## src/design/olad_pkg.sv

```systemverilog
`timescale 1ns / 1ps
// olad_pkg: shared constants and types for the ordered list block.
// Used by olad_store, olad_ctrl and ordered_list_append_delete_top; no dependencies.
package olad_pkg;

	localparam int CAPACITY_DEF = 32;
	localparam int DATA_W       = 32;

	// operation codes on the mode field
	localparam logic [1:0] MODE_INSERT   = 2'd0;
	localparam logic [1:0] MODE_DELETE   = 2'd1;
	localparam logic [1:0] MODE_TRAVERSE = 2'd2;

	// result status codes
	localparam logic [2:0] STAT_INSERTED  = 3'd0;
	localparam logic [2:0] STAT_DELETED   = 3'd1;
	localparam logic [2:0] STAT_NOT_FOUND = 3'd2;
	localparam logic [2:0] STAT_EMPTY     = 3'd3;
	localparam logic [2:0] STAT_FULL      = 3'd4;
	localparam logic [2:0] STAT_ELEMENT   = 3'd5;

	// memory port enables from the controller
	typedef struct packed {
		logic we;
		logic re;
	} mem_en_t;

endpackage

```

## src/design/ordered_list_append_delete_top.sv

```systemverilog
`timescale 1ns / 1ps
// ordered_list_append_delete_top: bounded ordered list of signed 32-bit values.
// Depends on olad_pkg, olad_ctrl and olad_store.

// The block keeps up to CAPACITY signed 32-bit values in arrival order in a
// single memory (one write port, one read port, registered read data); the
// entries hold no reset value, while reset clears the entry count, the state
// and the output valid. mode 0 appends value at the tail (status inserted, or
// full when the list already holds CAPACITY entries); mode 1 removes the oldest
// entry equal to value and closes the gap (deleted, not found, or empty); mode 2
// emits every stored value oldest first with status element and last on the
// final one, or a single empty result. Mode 3 is taken and produces nothing.
// Every transaction on the output carries last, which is high on the final
// result of an input transaction. Sequencing: an insert, or a delete or
// traverse of an empty list, passes to a response state and its result loads
// into the output register once that register is free; mode 3 leaves the
// sequencer free at once. A delete on a list of N entries streams through the
// memory's read port, one entry per cycle, while compacting through the write
// port behind the read, then passes its result to the response state. A
// traverse reads each entry and then loads it into the output register, waiting
// there while the output is stalled. Throughput is thus bound by the single
// read port. in_stall is high while an operation is in progress; a finished
// result can wait in the output register while the next transaction is
// accepted.
module ordered_list_append_delete_top #(
	parameter int CAPACITY = olad_pkg::CAPACITY_DEF
) (
	input  logic                                clk,
	input  logic                                arst_n,
	input  logic                                in_valid,
	output logic                                in_stall,
	input  logic [1:0]                          mode,
	input  logic signed [olad_pkg::DATA_W-1:0]  value,
	output logic                                out_valid,
	input  logic                                out_stall,
	output logic [2:0]                          status,
	output logic signed [olad_pkg::DATA_W-1:0]  element,
	output logic                                last
);

	localparam int IDX_W = $clog2(CAPACITY);

	// memory request from the sequencer
	olad_pkg::mem_en_t            mem_en;
	logic [IDX_W-1:0]             mem_waddr;
	logic [olad_pkg::DATA_W-1:0]  mem_wdata;
	logic [IDX_W-1:0]             mem_raddr;
	logic [olad_pkg::DATA_W-1:0]  mem_rdata;

	// sequencer: count, scan/compaction, traverse, output register
	olad_ctrl #(
		.CAPACITY (CAPACITY)
	) u_ctrl (
		.clk       (clk),
		.arst_n    (arst_n),
		.in_valid  (in_valid),
		.in_stall  (in_stall),
		.mode      (mode),
		.value     (value),
		.out_valid (out_valid),
		.out_stall (out_stall),
		.status    (status),
		.element   (element),
		.last      (last),
		.mem_en    (mem_en),
		.mem_waddr (mem_waddr),
		.mem_wdata (mem_wdata),
		.mem_raddr (mem_raddr),
		.mem_rdata (mem_rdata)
	);

	// entry storage
	olad_store #(
		.CAPACITY (CAPACITY)
	) u_store (
		.clk   (clk),
		.en    (mem_en),
		.waddr (mem_waddr),
		.wdata (mem_wdata),
		.raddr (mem_raddr),
		.rdata (mem_rdata)
	);

endmodule

```

## src/design/olad_store.sv

```systemverilog
`timescale 1ns / 1ps
// olad_store: entry memory, one write port and one read port, registered read data.
// Depends on olad_pkg.
module olad_store #(
	parameter int CAPACITY = olad_pkg::CAPACITY_DEF,
	localparam int IDX_W   = $clog2(CAPACITY)
) (
	input  logic                         clk,
	input  olad_pkg::mem_en_t            en,
	input  logic [IDX_W-1:0]             waddr,
	input  logic [olad_pkg::DATA_W-1:0]  wdata,
	input  logic [IDX_W-1:0]             raddr,
	output logic [olad_pkg::DATA_W-1:0]  rdata
);

	logic [olad_pkg::DATA_W-1:0] entries_q [CAPACITY];
	logic [olad_pkg::DATA_W-1:0] rd_data_q;

	always_ff @(posedge clk) begin
		if (en.we) begin
			entries_q[waddr] <= wdata;
		end
		// read data holds until the next read
		if (en.re) begin
			rd_data_q <= entries_q[raddr];
		end
	end

	assign rdata = rd_data_q;

endmodule

```

## src/design/olad_ctrl.sv

```systemverilog
`timescale 1ns / 1ps
// olad_ctrl: operation sequencer, entry count, delete scan/compaction and output register.
// Depends on olad_pkg; drives the ports of olad_store.
module olad_ctrl #(
	parameter int CAPACITY = olad_pkg::CAPACITY_DEF,
	localparam int IDX_W   = $clog2(CAPACITY),
	localparam int CNT_W   = $clog2(CAPACITY + 1)
) (
	input  logic                                clk,
	input  logic                                arst_n,
	input  logic                                in_valid,
	output logic                                in_stall,
	input  logic [1:0]                          mode,
	input  logic signed [olad_pkg::DATA_W-1:0]  value,
	output logic                                out_valid,
	input  logic                                out_stall,
	output logic [2:0]                          status,
	output logic signed [olad_pkg::DATA_W-1:0]  element,
	output logic                                last,
	output olad_pkg::mem_en_t                   mem_en,
	output logic [IDX_W-1:0]                    mem_waddr,
	output logic [olad_pkg::DATA_W-1:0]         mem_wdata,
	output logic [IDX_W-1:0]                    mem_raddr,
	input  logic [olad_pkg::DATA_W-1:0]         mem_rdata
);

	typedef enum logic [2:0] {
		S_IDLE,
		S_DEL,
		S_TRD,
		S_TOUT,
		S_RESP
	} state_t;

	state_t                       state_q;
	logic [CNT_W-1:0]             count_q;
	logic [CNT_W-1:0]             rd_idx_q;
	logic [IDX_W-1:0]             idx_s1;
	logic                         vld_s1;
	logic                         found_q;
	logic [olad_pkg::DATA_W-1:0]  val_q;
	logic [2:0]                   resp_q;
	logic                         out_valid_q;
	logic [2:0]                   status_q;
	logic [olad_pkg::DATA_W-1:0]  element_q;
	logic                         last_q;

	logic accept;
	logic out_free;
	logic out_load;
	logic full;
	logic empty;
	logic issue;
	logic trav_last;

	assign accept    = in_valid && (state_q == S_IDLE);
	assign out_free  = !out_valid_q || !out_stall;
	assign out_load  = out_free && ((state_q == S_TOUT) || (state_q == S_RESP));
	assign full      = (count_q == CNT_W'(CAPACITY));
	assign empty     = (count_q == '0);
	assign issue     = (rd_idx_q < count_q);
	assign trav_last = ((rd_idx_q + CNT_W'(1)) == count_q);

	// memory requests: insert writes at the tail, compaction writes one slot down
	always_comb begin
		mem_en.we = 1'b0;
		mem_en.re = 1'b0;
		mem_waddr = count_q[IDX_W-1:0];
		mem_wdata = value;
		mem_raddr = rd_idx_q[IDX_W-1:0];
		if (state_q == S_DEL) begin
			mem_en.we = vld_s1 && found_q;
			mem_en.re = issue;
			mem_waddr = idx_s1 - IDX_W'(1);
			mem_wdata = mem_rdata;
		end else if (state_q == S_TRD) begin
			mem_en.re = 1'b1;
		end else if (accept && (mode == olad_pkg::MODE_INSERT) && !full) begin
			mem_en.we = 1'b1;
		end
	end

	always_ff @(posedge clk or negedge arst_n) begin
		if (!arst_n) begin
			state_q     <= S_IDLE;
			count_q     <= '0;
			rd_idx_q    <= '0;
			vld_s1      <= 1'b0;
			found_q     <= 1'b0;
			out_valid_q <= 1'b0;
		end else begin
			if (out_valid_q && !out_stall && !out_load) begin
				out_valid_q <= 1'b0;
			end
			unique case (state_q)
				S_IDLE: begin
					if (accept) begin
						unique case (mode)
							olad_pkg::MODE_INSERT: begin
								if (full) begin
									resp_q <= olad_pkg::STAT_FULL;
								end else begin
									count_q <= count_q + CNT_W'(1);
									resp_q  <= olad_pkg::STAT_INSERTED;
								end
								state_q <= S_RESP;
							end
							olad_pkg::MODE_DELETE: begin
								if (empty) begin
									resp_q  <= olad_pkg::STAT_EMPTY;
									state_q <= S_RESP;
								end else begin
									val_q    <= value;
									rd_idx_q <= '0;
									found_q  <= 1'b0;
									vld_s1   <= 1'b0;
									state_q  <= S_DEL;
								end
							end
							olad_pkg::MODE_TRAVERSE: begin
								if (empty) begin
									resp_q  <= olad_pkg::STAT_EMPTY;
									state_q <= S_RESP;
								end else begin
									rd_idx_q <= '0;
									state_q  <= S_TRD;
								end
							end
							default: begin
								state_q <= S_IDLE;
							end
						endcase
					end
				end
				S_DEL: begin
					// read k while comparing or shifting k-1
					vld_s1 <= issue;
					idx_s1 <= rd_idx_q[IDX_W-1:0];
					if (issue) begin
						rd_idx_q <= rd_idx_q + CNT_W'(1);
					end
					if (vld_s1 && !found_q && (mem_rdata == val_q)) begin
						found_q <= 1'b1;
					end
					if (!issue && !vld_s1) begin
						if (found_q) begin
							count_q <= count_q - CNT_W'(1);
							resp_q  <= olad_pkg::STAT_DELETED;
						end else begin
							resp_q  <= olad_pkg::STAT_NOT_FOUND;
						end
						state_q <= S_RESP;
					end
				end
				S_TRD: begin
					state_q <= S_TOUT;
				end
				S_TOUT: begin
					if (out_free) begin
						out_valid_q <= 1'b1;
						status_q    <= olad_pkg::STAT_ELEMENT;
						element_q   <= mem_rdata;
						last_q      <= trav_last;
						rd_idx_q    <= rd_idx_q + CNT_W'(1);
						state_q     <= trav_last ? S_IDLE : S_TRD;
					end
				end
				S_RESP: begin
					if (out_free) begin
						out_valid_q <= 1'b1;
						status_q    <= resp_q;
						element_q   <= '0;
						last_q      <= 1'b1;
						state_q     <= S_IDLE;
					end
				end
				default: begin
					state_q <= S_IDLE;
				end
			endcase
		end
	end

	assign in_stall  = (state_q != S_IDLE);
	assign out_valid = out_valid_q;
	assign status    = status_q;
	assign element   = element_q;
	assign last      = last_q;

endmodule

```

## config.mk

```make
export PLATFORM = sky130hd
export DESIGN_NAME = ordered_list_append_delete_top
export DESIGN_NICKNAME = d
export VERILOG_FILES = /design/src/design/olad_pkg.sv /design/src/design/ordered_list_append_delete_top.sv /design/src/design/olad_store.sv /design/src/design/olad_ctrl.sv
export SDC_FILE = /design/constraint.sdc
export NUM_CORES = 1
export LEC_CHECK = 0
export CAP_MARGIN = 40
export CORE_MARGIN = 5
export CORE_UTILIZATION = 63
export DETAILED_ROUTE_END_ITERATION = 10
export DONT_BUFFER_PORTS = 1
export PLACE_DENSITY = 0.77
export RECOVER_POWER = 25
export SLEW_MARGIN = 0
export SYNTH_ARGS = -nofsm -noshare
export SYNTH_HDL_FRONTEND = slang
export SYNTH_SLANG_ARGS = --single-unit
```

## constraint.sdc

```tcl
create_clock -name clk -period 4.1 [get_ports clk]
set_input_delay 0.41 -clock clk [delete_from_list [all_inputs] [get_ports clk]]
set_output_delay 0.41 -clock clk [all_outputs]
set_load 0.02 [all_outputs]
```

Yosys cells after proc, flatten, opt, wreduce, memory -nomap -nowiden
Memories as Yosys holds them, arrays and structs flattened. A register that Yosys moved wholly into a read port is not among the register bits. Index checks and enable logic that the tools add are counted.

Add/subtract/negate cells: 4. $lt $le $gt $ge: 1. Equal/unequal tests: 23. Muxes and demuxes: 54. Bitwise operators: 1. Reduce and logical (&&, ||, !) cells: 37.

Operator list (number): 32-bit two-way mux (3); 32-bit one-hot mux with 2 select lines (1); 6-bit two-way mux (10); 3-bit two-way mux (12); 32-bit equality test (1); 3-bit one-hot mux with 2 select lines (3); 6-bit one-hot mux with 3 select lines (1); 6-bit AND reduction (3); 3-bit one-hot mux with 5 select lines (1); 1-bit two-way mux (14); 2-bit != test, second input constant (7); 6-bit by 1-bit adder with 6-bit output, second input constant (2); 6-bit one-hot mux with 2 select lines (1); 4-bit AND reduction (3); 1-bit logical AND (10); 2-bit by 1-bit != test with 1-bit output, second input constant (5); 5-bit AND reduction (2); 3-bit one-hot mux with 3 select lines (1); 1-bit logical NOT (7); 3-bit by 2-bit equality test with 1-bit output, second input constant (2); 6-bit equality test (1); 6-bit equality test, second input constant (1); 6-bit logical NOT (1); 6-bit < comparator (1); 19 further kinds (27).

Bits in registers: 94. RAM bits: 1024. Input port bits: 38. Output and inout port bits: 38. Word-level logic and storage cells: 133. Memories kept: 1.

Memories: u_store.entries_q (words 32, width 32, rd ports 1, clocked after memory_dff 1, write ports 1, line olad_store.sv:16) `logic [olad_pkg::DATA_W-1:0] entries_q [CAPACITY];`.

Depth between registers and ports, before layout
Gate-level depths: netlist of the first run.

Depth in word-level cells: 9. Depth in mapped cells: 13. Mapped depth without buffers: 8.

By module
Synthesis of the first run repeated with hierarchy kept, for this count alone.

Cell total of the unflattened synthesis: 2736. Area, all modules: 45837.7 µm².

By module, submodules not included: olad_store (times used 1, cells an instance 2260, area each 40812.9 µm², sequential area each 31710.4 µm²); olad_ctrl (times used 1, cells an instance 476, area each 5024.8 µm², sequential area each 2732.6 µm²).

Least setup slack after synthesis of the first run
Ideal clock, no wire load.

Path type: reg-to-reg. From: reg u_ctrl.rd_idx_q[0]. To: reg u_store.rd_data_q, in the netlist u_store.rdata[0], read port of u_store.entries_q (enable). Setup time: 432 ps. Arrival time: 3248 ps. Data required time: 3668 ps. Setup slack: 420 ps. Cell stages (with the launch flop): 11. Path buffers: 3. Clock period less this slack: 3680 ps. Cells stage by stage: dfrtp_1 > buf_6 > buf_6 > buf_2 > inv_1 > ha_1 > nor2b_1 > o31ai_1 > a21o_1 > nand3b_1 > a21oi_1.

RTL lines: from (decl) (line olad_ctrl.sv:37) `logic [CNT_W-1:0] rd_idx_q;`; from (signal assigned) (line olad_ctrl.sv:140) `rd_idx_q <= rd_idx_q + CNT_W'(1);`; from (signal assigned) (line olad_ctrl.sv:164) `rd_idx_q <= rd_idx_q + CNT_W'(1);`; to (decl) (line olad_store.sv:17) `logic [olad_pkg::DATA_W-1:0] rd_data_q;`.

Worst setup path in the final report of the first run
From: reg u_ctrl.state_q[1]. To: mem u_store.entries_q[31][18] (netlist bit) (enable).

Cells in the longest elaborated chain, start to end: 9. Elaborated cells on any way between the ends: 12. Those cells by class: 2 x eq/ne; 6 x mux; 4 x reduce/logical.

RTL lines: from (decl) (line olad_ctrl.sv:35) `state_t state_q;`; from (signal assigned) (line olad_ctrl.sv:165) `state_q <= trav_last ? S_IDLE : S_TRD;`; 3-bit logical NOT (line olad_ctrl.sv:56) `assign accept = in_valid && (state_q == S_IDLE);`; 1-bit logical AND (line olad_ctrl.sv:56); 1-bit logical AND (2 in a row) (line olad_ctrl.sv:78) `end else if (accept && (mode == olad_pkg::MODE_INSERT) && !full) begin`; 1-bit two-way mux (line olad_ctrl.sv:78); 1-bit two-way mux (line olad_ctrl.sv:76) `end else if (state_q == S_TRD) begin`; 2-bit two-way mux (line olad_ctrl.sv:71) `if (state_q == S_DEL) begin`; 1-bit two-way mux (line olad_store.sv:20) `if (en.we) begin`; 1-bit two-way mux (implied by the code) (line olad_store.sv:21) `entries_q[waddr] <= wdata;`; to (decl) (line olad_store.sv:16).

Several ways; a longest one is shown, not always the timed one.

==> results of run 1 <==
kinds of logic (layout without fill, tap and decap cells):
family	count (synthesis)	count (layout)
fa+ha+maj	17	17
flops	1150	1150
mux	357	357
xor+xnor	47	47
simple gates	264	264
other cells	0	9
buf+inv	119	366
compound gates	62	62
repair_timing:
| item | 4_1_cts | 5_1_grt |
|---|---|---|
| hold endpoints to repair | 53 | 0 |
| resized for setup | 0 | 0 |
| hold buffers | 34 | 0 |
worst max path at each step:
stage / start / endpoint / slack (ps)
after floorplan: u_ctrl.rd_idx_q[0]$_DFFE_PN0P_ / u_store.rdata[0]$_DFFE_PP_ / 420
after global placement: u_ctrl.state_q[1]$_DFFE_PN0P_ / u_store.entries_q[16][23]$_DFFE_PP_ / 750
after detailed placement: u_ctrl.state_q[0]$_DFFE_PN0P_ / u_store.entries_q[16][24]$_DFFE_PP_ / 670
after CTS: u_ctrl.state_q[0]$_DFFE_PN0P_ / u_store.entries_q[31][21]$_DFFE_PP_ / 510
after global routing: u_ctrl.state_q[1]$_DFFE_PN0P_ / u_store.entries_q[16][23]$_DFFE_PP_ / 340
final: u_ctrl.state_q[1]$_DFFE_PN0P_ / u_store.entries_q[31][18]$_DFFE_PP_ / 360
cells in the final DEF, fill, tap and decap left out, types with 16 or more instances in the layout:
cell type / n
clkbuf_1: 31
ha_1: 16
clkinv_2: 34
clkbuf_16: 109
clkinv_1: 19
inv_1: 16
edfxtp_1: 1132
nor2b_1: 34
mux4_2: 320
buf_12: 27
mux2_2: 33
xnor2_1: 38
dlygate4sd3_1: 34
nand2_1: 123
buf_4: 49
nor2_4: 33
flip-flops by register name (all words and copies together), names as in the netlist, 5 cells and up:
| name | flops |
|---|---|
| u_ctrl.val_q | 32 |
| u_store.entries_q | 1024 |
| u_ctrl.count_q | 6 |
| u_ctrl.element | 32 |
| u_store.rdata | 32 |
| u_ctrl.idx_s1 | 5 |
| u_ctrl.rd_idx_q | 6 |
metal layers:
metal | GRT usage (%) | part of all wire [%] | wire (um) | vias up
li1 | - | - | - | 8714
met5 | 0 | 0 | 0 | -
met1 | 43.5 | 33 | 41200 | 12100
met2 | 51.0 | 48 | 59700 | 2097
met3 | 9.16 | 13 | 16300 | 370
met4 | 13.7 | 5.1 | 6270 | 0
cell type report:
cell class	instances	area, um^2
Clock buffer	125	2810
Fill cell	3601	19300
Sequential cell	1150	34500
Inverter	19	71.3
Multi-Input combinational cell	747	10200
Timing Repair Buffer	147	1660
Tap cell	940	1180
Antenna cell	9	22.5
Clock inverter	75	627
worst register-to-register path, cell delays in order (launching register included):
cell	delay, ps
dfrtp_1	490
or3b_2	540
buf_4	230
buf_4	310
o31ai_1	550
nand2_1	410
nor2_4	610
buf_12	280
through the flow:
step	hold slack [ps]	instance area [um^2]
finish	28.9	51000
CTS	21.2	51200
global route	19.3	51000
floorplan	114	44900
detailed placement	115	47500
global placement	115	46800
cell usage after synthesis (15+ instances only):
cell type	count
edfxtp_1	1132
nor2_1	47
clkbuf_1	62
xnor2_1	38
inv_1	15
mux4_2	320
nor3_1	15
buf_2	30
nor2b_1	34
dfrtp_1	18
nand2_1	123
ha_1	16
mux2_2	33
power groups by stage:
| stage | sequential, mW | combinational [mW] | clock [mW] |
|---|---|---|---|
| finish | 16.0 | 9.79 | 9.89 |
| global route | 16.0 | 10.3 | 10.5 |
| CTS | 15.9 | 9.98 | 9.94 |
| detailed placement | 16.2 | 9.66 | 0 |
| global placement | 16.3 | 8.65 | 0 |
| floorplan | 15.7 | 6.34 | 0 |
==> summary.txt, run 1 <==
status - finished with violations
failing checks - capacitance limit, slew limit
root buf cell - clkbuf_16
Die W - 277 um
startpoint types - flop
Via density - 7.25
r2r endpoint - u_store.entries_q[31][18]$_DFFE_PP_
Switching Fraction - 30.9%
Max Fclk - 267 MHz
Main synth FF type - edfxtp_1
RR Startpoint - u_ctrl.state_q[1]$_DFFE_PN0P_
post-synthesis simple-gate area fraction - 2.72%
Top Ports - 76
largest net degree at the start of global routing - 81
CTS Buf Count - 107
Post-synth EDFFs - 1132
synthesized area - 44900 um^2
DR DRC count - 0
WP data required - 4470 ps
worst hold path type - input port to flop
share of power burned in registers - 44.9%
Net Switching - 11.0 mW
Slowest Stage Delay on Critical Path - 610 ps
Clk pwr share - 27.7%
Fin. Hold Viols - 0
top cells by area, synth - edfxtp_1 76%, mux4_2 16%, nand2_1 1.0%
Top delay family on crit path - simple AND/OR/NAND/NOR gates
Yosys top cell area share - 75.8%
Pint - 24.7 mW
final setup violation count - 0
Clock Latency Late Sink - 690 ps
Ys Warns - 0
Die Y - 277 um
Leak Pwr - 16.0 nW
total grt overflow - 0
Layout Cells excl Fill - 3212
hpwl dp - 63.6 mm
Place WS - 667 ps
Max FO, Critical Path - 30
WL/cell - 38.4 um
Final Critical Period - 3740 ps
flops & latches, synth - 1150
largest area contributor in the netlist - edfxtp_1
clk slew on worst S/H paths - 70 ps
Slew HR - -30.8%
die area - 76600 um^2
Cells after DPL - 2964
Core ar. - 70300 um^2
area grow syn2layout - 13.7%
CTS H-tree lvls - 3
max_cap viols - 4
vias post-DR - 23300
total power - 35.7 mW
routability cong. - 0.865
initial antenna violation count - 6
mux contribution to synthesized area - 17.0%
first-pass GRT wire length - 176 mm
crit end category - flop
GRT Total Usage - 32.3%
reg2reg path depth - 7
Buf+Inv Stages, Crit Path - 3
Crit Path Category - flop to flop
share of flip-flops with an asynchronous set or reset - 1.57%
actual slew at the worst max-slew pin - 1960 ps
fin crit share - 91.3%
Adder-Cell Fraction of Synth Area - 0.491%
CP Depth - 7
hold depth - 2
Critical Path AT - 4110 ps
Mean Syn Cell Area - 22.2 um^2
Mapped Nets - 2071
skew final - 38.0 ps
1st-pass router iterations - 5
buffers added on ports - 0
Routed Wire Length - 123 mm
CTS tree - yes
hold path startpoint - value[15]
setup TNS - 0 ps
Starting Density - 63.8%
Hold EP - u_store.entries_q[12][15]$_DFFE_PP_
Core Util, Final - 72.6%
setup ws final - 358 ps
layout cells sized above 1 - 29.2%
peak supply drop - 1390 uV
post-synthesis xor/xnor area fraction - 0.918%
NumNets Final - 2227
RSZ-0062 raised after global routing - no
CP Cell Sequence - or3b_2 > buf_4 > buf_4 > o31ai_1 > nand2_1 > nor2_4 > buf_12
number of global-route vias before repair - 23400
# rows - 97
main combinational cell family by area after synthesis - multiplexers
Syn Inst Count - 2016
most frequent CP cell - buf_4
Starting DRT DRC Count - 3977
CTS max path bufs - 3
Final Max Slew Viols - 163
setup slack, reg-to-reg - 360 ps
Crit-path slowest cell - nor2_4
compound-cell area share of the yosys netlist - 0.968%
post-CTS setup buffer count - 0
sequential area share after synthesis - 76.8%
logic gate share of total power - 27.4%
Distinct cells, synth - 57
P per Cell Area - 700 nW/um^2
CTS Sinks - 1150
post-route ant nets - 0
(Power assumes the default switching activity.)
==> inputs of run 2 (changes only) <==
Settings changed: CORE_UTILIZATION 63 to 30, CTS_CLUSTER_SIZE set to 25, PLACE_DENSITY 0.77 to 0.42.
==> run 2 against run 1 <==
Net effect:
- the run still ends with capacitance limit, slew limit left
- register-to-register slack better by 190 ps
- die area is 110% higher
- global-route usage is 16 points lower
- via count is 7.4% lower
- sequential power hardly changed
- cell count is 32% higher
- non-clock buffer count is 21 higher
- clock-buffer cell count is 14 higher
- final area is 4.0% higher
- sequential cell count stayed put
- critical endpoint is now u_ctrl.element[20]$_SDFFCE_PP0P_
- largest power group unchanged
==> summary.txt, run 2 (same netlist as run 1, synthesis figures left out) <==
status - finished with violations (unchanged)
failing checks - capacitance limit, slew limit (unchanged)
fin crit share - 86.7% (was 91.3%)
Via density - 5.07 (was 7.25)
Final Critical Period - 3550 ps (was 3740 ps)
final setup violation count - 0 (unchanged)
CTS Hold Bufs - 36 (was 34)
routability cong. - 0.768 (was 0.865)
final instance area - 53000 um^2 (was 51000 um^2)
layout cells sized above 1 - 30.6% (was 29.2%)
minimum hold slack - 14.7 ps (was 28.9 ps)
Core ar. - 148000 um^2 (was 70300 um^2)
number of global-route vias before repair - 22500 (was 23400)
Final Max Slew Viols - 58 (was 163)
peak supply drop - 416 uV (was 1390 uV)
vias post-DR - 21600 (was 23300)
Die W - 397 um (was 277 um)
first-pass GRT wire length - 183 mm (was 176 mm)
skew final - 39.5 ps (was 38.0 ps)
Critical Path AT - 3870 ps (was 4110 ps)
clk slew on worst S/H paths - 60 ps (was 70 ps)
initial antenna violation count - 13 (was 6)
area grow syn2layout - 18.2% (was 13.7%)
Routed Wire Length - 132 mm (was 123 mm)
Starting DRT DRC Count - 1945 (was 3977)
actual slew at the worst max-slew pin - 2520 ps (was 1960 ps)
Core Util, Final - 35.8% (was 72.6%)
Fin. Hold Viols - 0 (unchanged)
NumNets Final - 2261 (was 2227)
Layout Cells excl Fill - 4251 (was 3212)
Slew HR - -67.9% (was -30.8%)
WL/cell - 31.0 um (was 38.4 um)
leading cell type in the layout, fill and taps excluded - edfxtp_1 (unchanged)
hpwl dp - 76.9 mm (was 63.6 mm)
Die Y - 397 um (was 277 um)
WP data required - 4410 ps (was 4470 ps)
worst hold path type - input port to flop (unchanged)
setup TNS - 0 ps (unchanged)
1st-pass router iterations - 5 (unchanged)
post-route ant nets - 0 (unchanged)
max_cap viols - 2 (was 4)
largest net degree at the start of global routing - 81 (unchanged)
Clock Latency Late Sink - 750 ps (was 690 ps)
startpoint types - flop (unchanged)
# rows - 141 (was 97)
CTS max path bufs - 3 (unchanged)
CTS Buf Count - 120 (was 107)
Max Fclk - 281 MHz (was 267 MHz)
Top reg by flops - u_store.entries_q (unchanged)
Cells after DPL - 3975 (was 2964)
RSZ-0062 raised after global routing - no (unchanged)
Max FO, Critical Path - 37 (was 30)
Crit Path Category - flop to flop (unchanged)
Area after DPL - 48800 um^2 (was 47500 um^2)
Top Ports - 76 (unchanged)
Starting Density - 30.3% (was 63.8%)
# resized after CTS - 0 (unchanged)
CTS tree - yes (unchanged)
DR DRC count - 0 (unchanged)
root buf cell - clkbuf_16 (unchanged)
crit end category - flop (unchanged)
die area - 157000 um^2 (was 76600 um^2)
CTS Sinks - 1150 (unchanged)
setup slack, reg-to-reg - 550 ps (was 360 ps)
setup ws final - 547 ps (was 358 ps)
total power - 36.9 mW (was 35.7 mW)
P per Cell Area - 695 nW/um^2 (was 700 nW/um^2)
GRT Total Usage - 16.7% (was 32.3%)
most frequent cells in the layout - 1132 x edfxtp_1, 320 x mux4_2, 123 x nand2_1 (unchanged)
max FFs per register - 1024 (unchanged)
Leak Pwr - 16.4 nW (was 16.0 nW)
buffers added on ports - 0 (unchanged)
CTS H-tree lvls - 3 (unchanged)
total grt overflow - 0 (unchanged)
Place WS - 652 ps (was 667 ps)
post-CTS setup buffer count - 0 (unchanged)
[run 2: critical path: stages (launching register included)]
cell and delay, ps:
dfrtp_1 530, nor3b_1 310, clkbuf_1 1800, nor2b_1 430
[run 2: cell type report]
class	count	area, um^2
fill	13600	95200
clock inverter	87	802
tap	1930	2410
multi-input combinational	747	10200
timing repair buffer	168	2000
inverter	19	71.3
clock buffer	139	3080
antenna	11	27.5
sequential	1150	34500
[run 2: final timing paths]
kind | cells after the start | end | from
min in group asynchronous | 2 | u_ctrl.count_q[3]$_DFFE_PN0P_ | arst_n
max in group asynchronous | 2 | u_ctrl.rd_idx_q[0]$_DFFE_PN0P_ | arst_n
hold / removal | 2 | u_store.entries_q[5][0]$_DFFE_PP_ | value[0]
setup / recovery | 3 | u_ctrl.element[20]$_SDFFCE_PP0P_ | u_ctrl.state_q[2]$_DFFE_PN0P_
hold reg to reg | 1 | u_ctrl.status[0]$_SDFFCE_PN1P_ | u_ctrl.resp_q[0]$_DFFE_PP_
setup reg to reg | 3 | u_ctrl.element[20]$_SDFFCE_PP0P_ | u_ctrl.state_q[2]$_DFFE_PN0P_
[run 2: routing by layer]
layer  global-route usage [%]  vias to the layer above  routed length, um
li1                         -                     8841                  -
met1                     23.6                    11900              58700
met2                     26.3                      668              62000
met3                     3.62                      180               8050
met4                     4.20                        4               3140
met5                        0                        -                 28
[run 2: power by group]
group | leakage, nW | internal [mW] | switching, mW | total (mW)
Combinational | 4.04 | 4.12 | 5.83 | 9.95
Sequential | 10.4 | 15.2 | 0.895 | 16.1
Clock | 1.90 | 6.15 | 4.69 | 10.8
==> inputs of run 3 (changes only) <==
Settings changed: PLACE_DENSITY 0.42 to unset, PLACE_DENSITY_LB_ADDON set to 0.1.
==> run 3 against run 2 <==
Net effect:
- the run still ends with capacitance limit, slew limit left
- routed wire length shrank 2.6%
- cell count shrank 0.14%
- non-clock buffer count fell by 7
- clock skew down 12 ps
- via count decreased by 1.3%
- global-route usage decreased by 0.37 points
- sequential share of layout area barely moved
- worst setup slack worse by 170 ps
- worst hold slack gained 110 ps
- combinational power up 7%
- core utilization hardly changed
- highest routed layer is now met4
==> summary.txt, run 3 (same netlist as run 1, synthesis figures left out) <==
status - finished with violations (unchanged)
failing checks - capacitance limit, slew limit (unchanged)
Slowest Stage Delay on Critical Path - 660 ps (was 1800 ps)
Routed Wire Length - 129 mm (was 132 mm)
WL/cell - 30.3 um (was 31.0 um)
Slew HR - -59.6% (was -67.9%)
share of power burned in registers - 42.0% (was 43.6%)
GRT Total Usage - 16.3% (was 16.7%)
reg2reg path depth - 7 (was 3)
actual slew at the worst max-slew pin - 2390 ps (was 2520 ps)
Die Y - 397 um (unchanged)
hold depth - 2 (unchanged)
die area - 157000 um^2 (unchanged)
layout cells sized above 1 - 30.1% (was 30.6%)
r2r endpoint - u_store.entries_q[0][6]$_DFFE_PP_ (was u_ctrl.element[20]$_SDFFCE_PP0P_)
Starting Density - 30.3% (unchanged)
Crit-path slowest cell - or3b_2 (was clkbuf_1)
CTS Sinks - 1150 (unchanged)
root buf cell - clkbuf_16 (unchanged)
CP Cell Sequence - or3b_2 > inv_2 > and3_1 > a31o_2 > nand2_1 > nor2_4 > buf_4 (was nor3b_1 > clkbuf_1 > nor2b_1)
RSZ-0062 raised after global routing - no (unchanged)
WP data required - 4490 ps (was 4410 ps)
1st-pass router iterations - 7 (was 5)
skew final - 27.3 ps (was 39.5 ps)
P per Cell Area - 717 nW/um^2 (was 695 nW/um^2)
hold path startpoint - value[28] (was value[0])
DR DRC count - 0 (unchanged)
CTS Buf Count - 132 (was 120)
total power - 38.0 mW (was 36.9 mW)
total grt overflow - 0 (unchanged)
hpwl dp - 80.1 mm (was 76.9 mm)
RR Startpoint - u_ctrl.state_q[1]$_DFFE_PN0P_ (was u_ctrl.state_q[2]$_DFFE_PN0P_)
Critical Path AT - 4120 ps (was 3870 ps)
Starting DRT DRC Count - 1753 (was 1945)
Clk pwr share - 30.2% (was 29.4%)
CTS tree - yes (unchanged)
NumNets Final - 2266 (was 2261)
Final Critical Period - 3720 ps (was 3550 ps)
Hold EP - u_store.entries_q[6][28]$_DFFE_PP_ (was u_store.entries_q[5][0]$_DFFE_PP_)
fillers - 13700 (was 13600)
clk slew on worst S/H paths - 50 ps (was 60 ps)
Net Switching - 11.9 mW (was 11.4 mW)
Top reg by flops - u_store.entries_q (unchanged)
largest net degree at the start of global routing - 73 (was 81)
first-pass GRT wire length - 180 mm (was 183 mm)
logic gate share of total power - 27.8% (was 27.0%)
max FFs per register - 1024 (unchanged)
Max FO, Critical Path - 19 (was 37)
setup TNS - 0 ps (unchanged)
final setup violation count - 0 (unchanged)
Max Fclk - 269 MHz (was 281 MHz)
CTS H-tree lvls - 4 (was 3)
area grow syn2layout - 18.2% (about the same)
worst hold path type - input port to flop (unchanged)
post-CTS setup buffer count - 0 (unchanged)
# rows - 141 (unchanged)
buffers added on ports - 0 (unchanged)
routability cong. - 0.758 (was 0.768)
Fin. Hold Viols - 0 (unchanged)
CTS max path bufs - 3 (unchanged)
crit end category - flop (unchanged)
Crit Path Category - flop to flop (unchanged)
Clock Latency Late Sink - 760 ps (was 750 ps)
peak supply drop - 444 uV (was 416 uV)
leading cell type in the layout, fill and taps excluded - edfxtp_1 (unchanged)
startpoint types - flop (unchanged)
post-route ant nets - 0 (unchanged)
Pint - 26.0 mW (was 25.5 mW)
Switching Fraction - 31.4% (was 30.9%)
Leak Pwr - 16.4 nW (about the same)
number of global-route vias before repair - 22400 (was 22500)
Final Max Slew Viols - 114 (was 58)
Die W - 397 um (unchanged)
max_cap viols - 3 (was 2)
setup slack, reg-to-reg - 380 ps (was 550 ps)
Via density - 5.01 (was 5.07)
Core ar. - 148000 um^2 (unchanged)
most frequent cells in the layout - 1132 x edfxtp_1, 320 x mux4_2, 137 x clkbuf_16 (was 1132 x edfxtp_1, 320 x mux4_2, 123 x nand2_1)
fin crit share - 90.8% (was 86.7%)
Top Ports - 76 (unchanged)
initial antenna violation count - 6 (was 13)
vias post-DR - 21300 (was 21600)
## run 3: cell types whose count changed in the layout (fill, tap and decap cells not counted), sizes merged
cell          previous run  this run
clkbuf                 154       185
buf                    117       103
diode                   11         1
clkinvlp                 8         0
bufinv                  12        10
clkinv                  60        58
dlygate4sd3             36        35
dlymetal6s2s             0         1
inv                     26        25
## run 3: cell type report
class	instances	area [um^2]	area share, %
multi-input cells	747	10200	19.2
diodes	1	2.50	0.00472
repair buffers	161	1700	3.20
well taps	1930	2410	4.56
inverters	19	71.3	0.135
clock inverters	74	669	1.26
flip-flops and latches	1150	34500	65.0
clock buffers	163	3530	6.65
## run 3: per-stage QoR
| stage | setup WS (ps) | instance area (um^2) | instances | hold WS [ps] | utilization [%] |
|---|---|---|---|---|---|
| finish | 376 | 53000 | 4245 | 125 | 35.8 |
| global placement | 417 | 48400 | 3961 | 121 | 32.7 |
| global route | 142 | 53000 | 4244 | 99.1 | 35.8 |
| detailed placement | 368 | 48600 | 3971 | 121 | 32.8 |
| floorplan | 420 | 44900 | 2016 | 114 | - |
| CTS | 352 | 53100 | 4244 | 65.8 | 35.8 |
## run 3: worst max-delay path: cells and delay by family, from the launching register on
| family | cells | cell delay [ps] |
|---|---|---|
| compound gates | 1 | 180 |
| simple gates | 4 | 1890 |
| buf+inv | 2 | 760 |
| flops | 1 | 510 |
## run 3: what timing repair did
item                                   CTS  global route
gates resized for setup                  0             0
hold buffers                            36             0
endpoints found under the hold margin   65             0
## run 3: worst max-delay path by stage
| stage | startpoint | end | slack, ps | depth (start not counted) |
|---|---|---|---|---|
| 2_1_floorplan | u_ctrl.rd_idx_q[0]$_DFFE_PN0P_ | u_store.rdata[0]$_DFFE_PP_ | 420 | 10 |
| 5_1_grt | u_ctrl.state_q[1]$_DFFE_PN0P_ | u_ctrl.count_q[5]$_DFFE_PN0P_ | 140 | 10 |
| 4_1_cts | u_ctrl.state_q[1]$_DFFE_PN0P_ | u_store.entries_q[0][4]$_DFFE_PP_ | 350 | 7 |
| 3_3_place_gp | u_ctrl.state_q[1]$_DFFE_PN0P_ | u_store.entries_q[0][17]$_DFFE_PP_ | 420 | 7 |
| 6_report | u_ctrl.state_q[1]$_DFFE_PN0P_ | u_store.entries_q[0][6]$_DFFE_PP_ | 380 | 7 |
| 3_5_place_dp | u_ctrl.state_q[1]$_DFFE_PN0P_ | u_store.entries_q[0][2]$_DFFE_PP_ | 370 | 7 |
## run 3: routing by layer
| layer | global-route usage (%) | wire length, um | part of all wire, % |
|---|---|---|---|
| met1 | 22.4 | 57400 | 45 |
| met2 | 27.3 | 64200 | 50 |
| met3 | 2.67 | 4910 | 3.8 |
| met4 | 3.81 | 2150 | 1.7 |
| met5 | 0 | 0 | 0 |
## run 3: power groups by stage
stage / clock (mW) / combinational, mW / sequential (mW)
2_1_floorplan: 0 / 6.34 / 15.7
3_3_place_gp: 0 / 10.8 / 16.2
3_5_place_dp: 0 / 10.9 / 16.2
4_1_cts: 11.8 / 11.0 / 16.0
5_1_grt: 12.3 / 11.3 / 16.0
6_report: 11.5 / 10.6 / 16.0
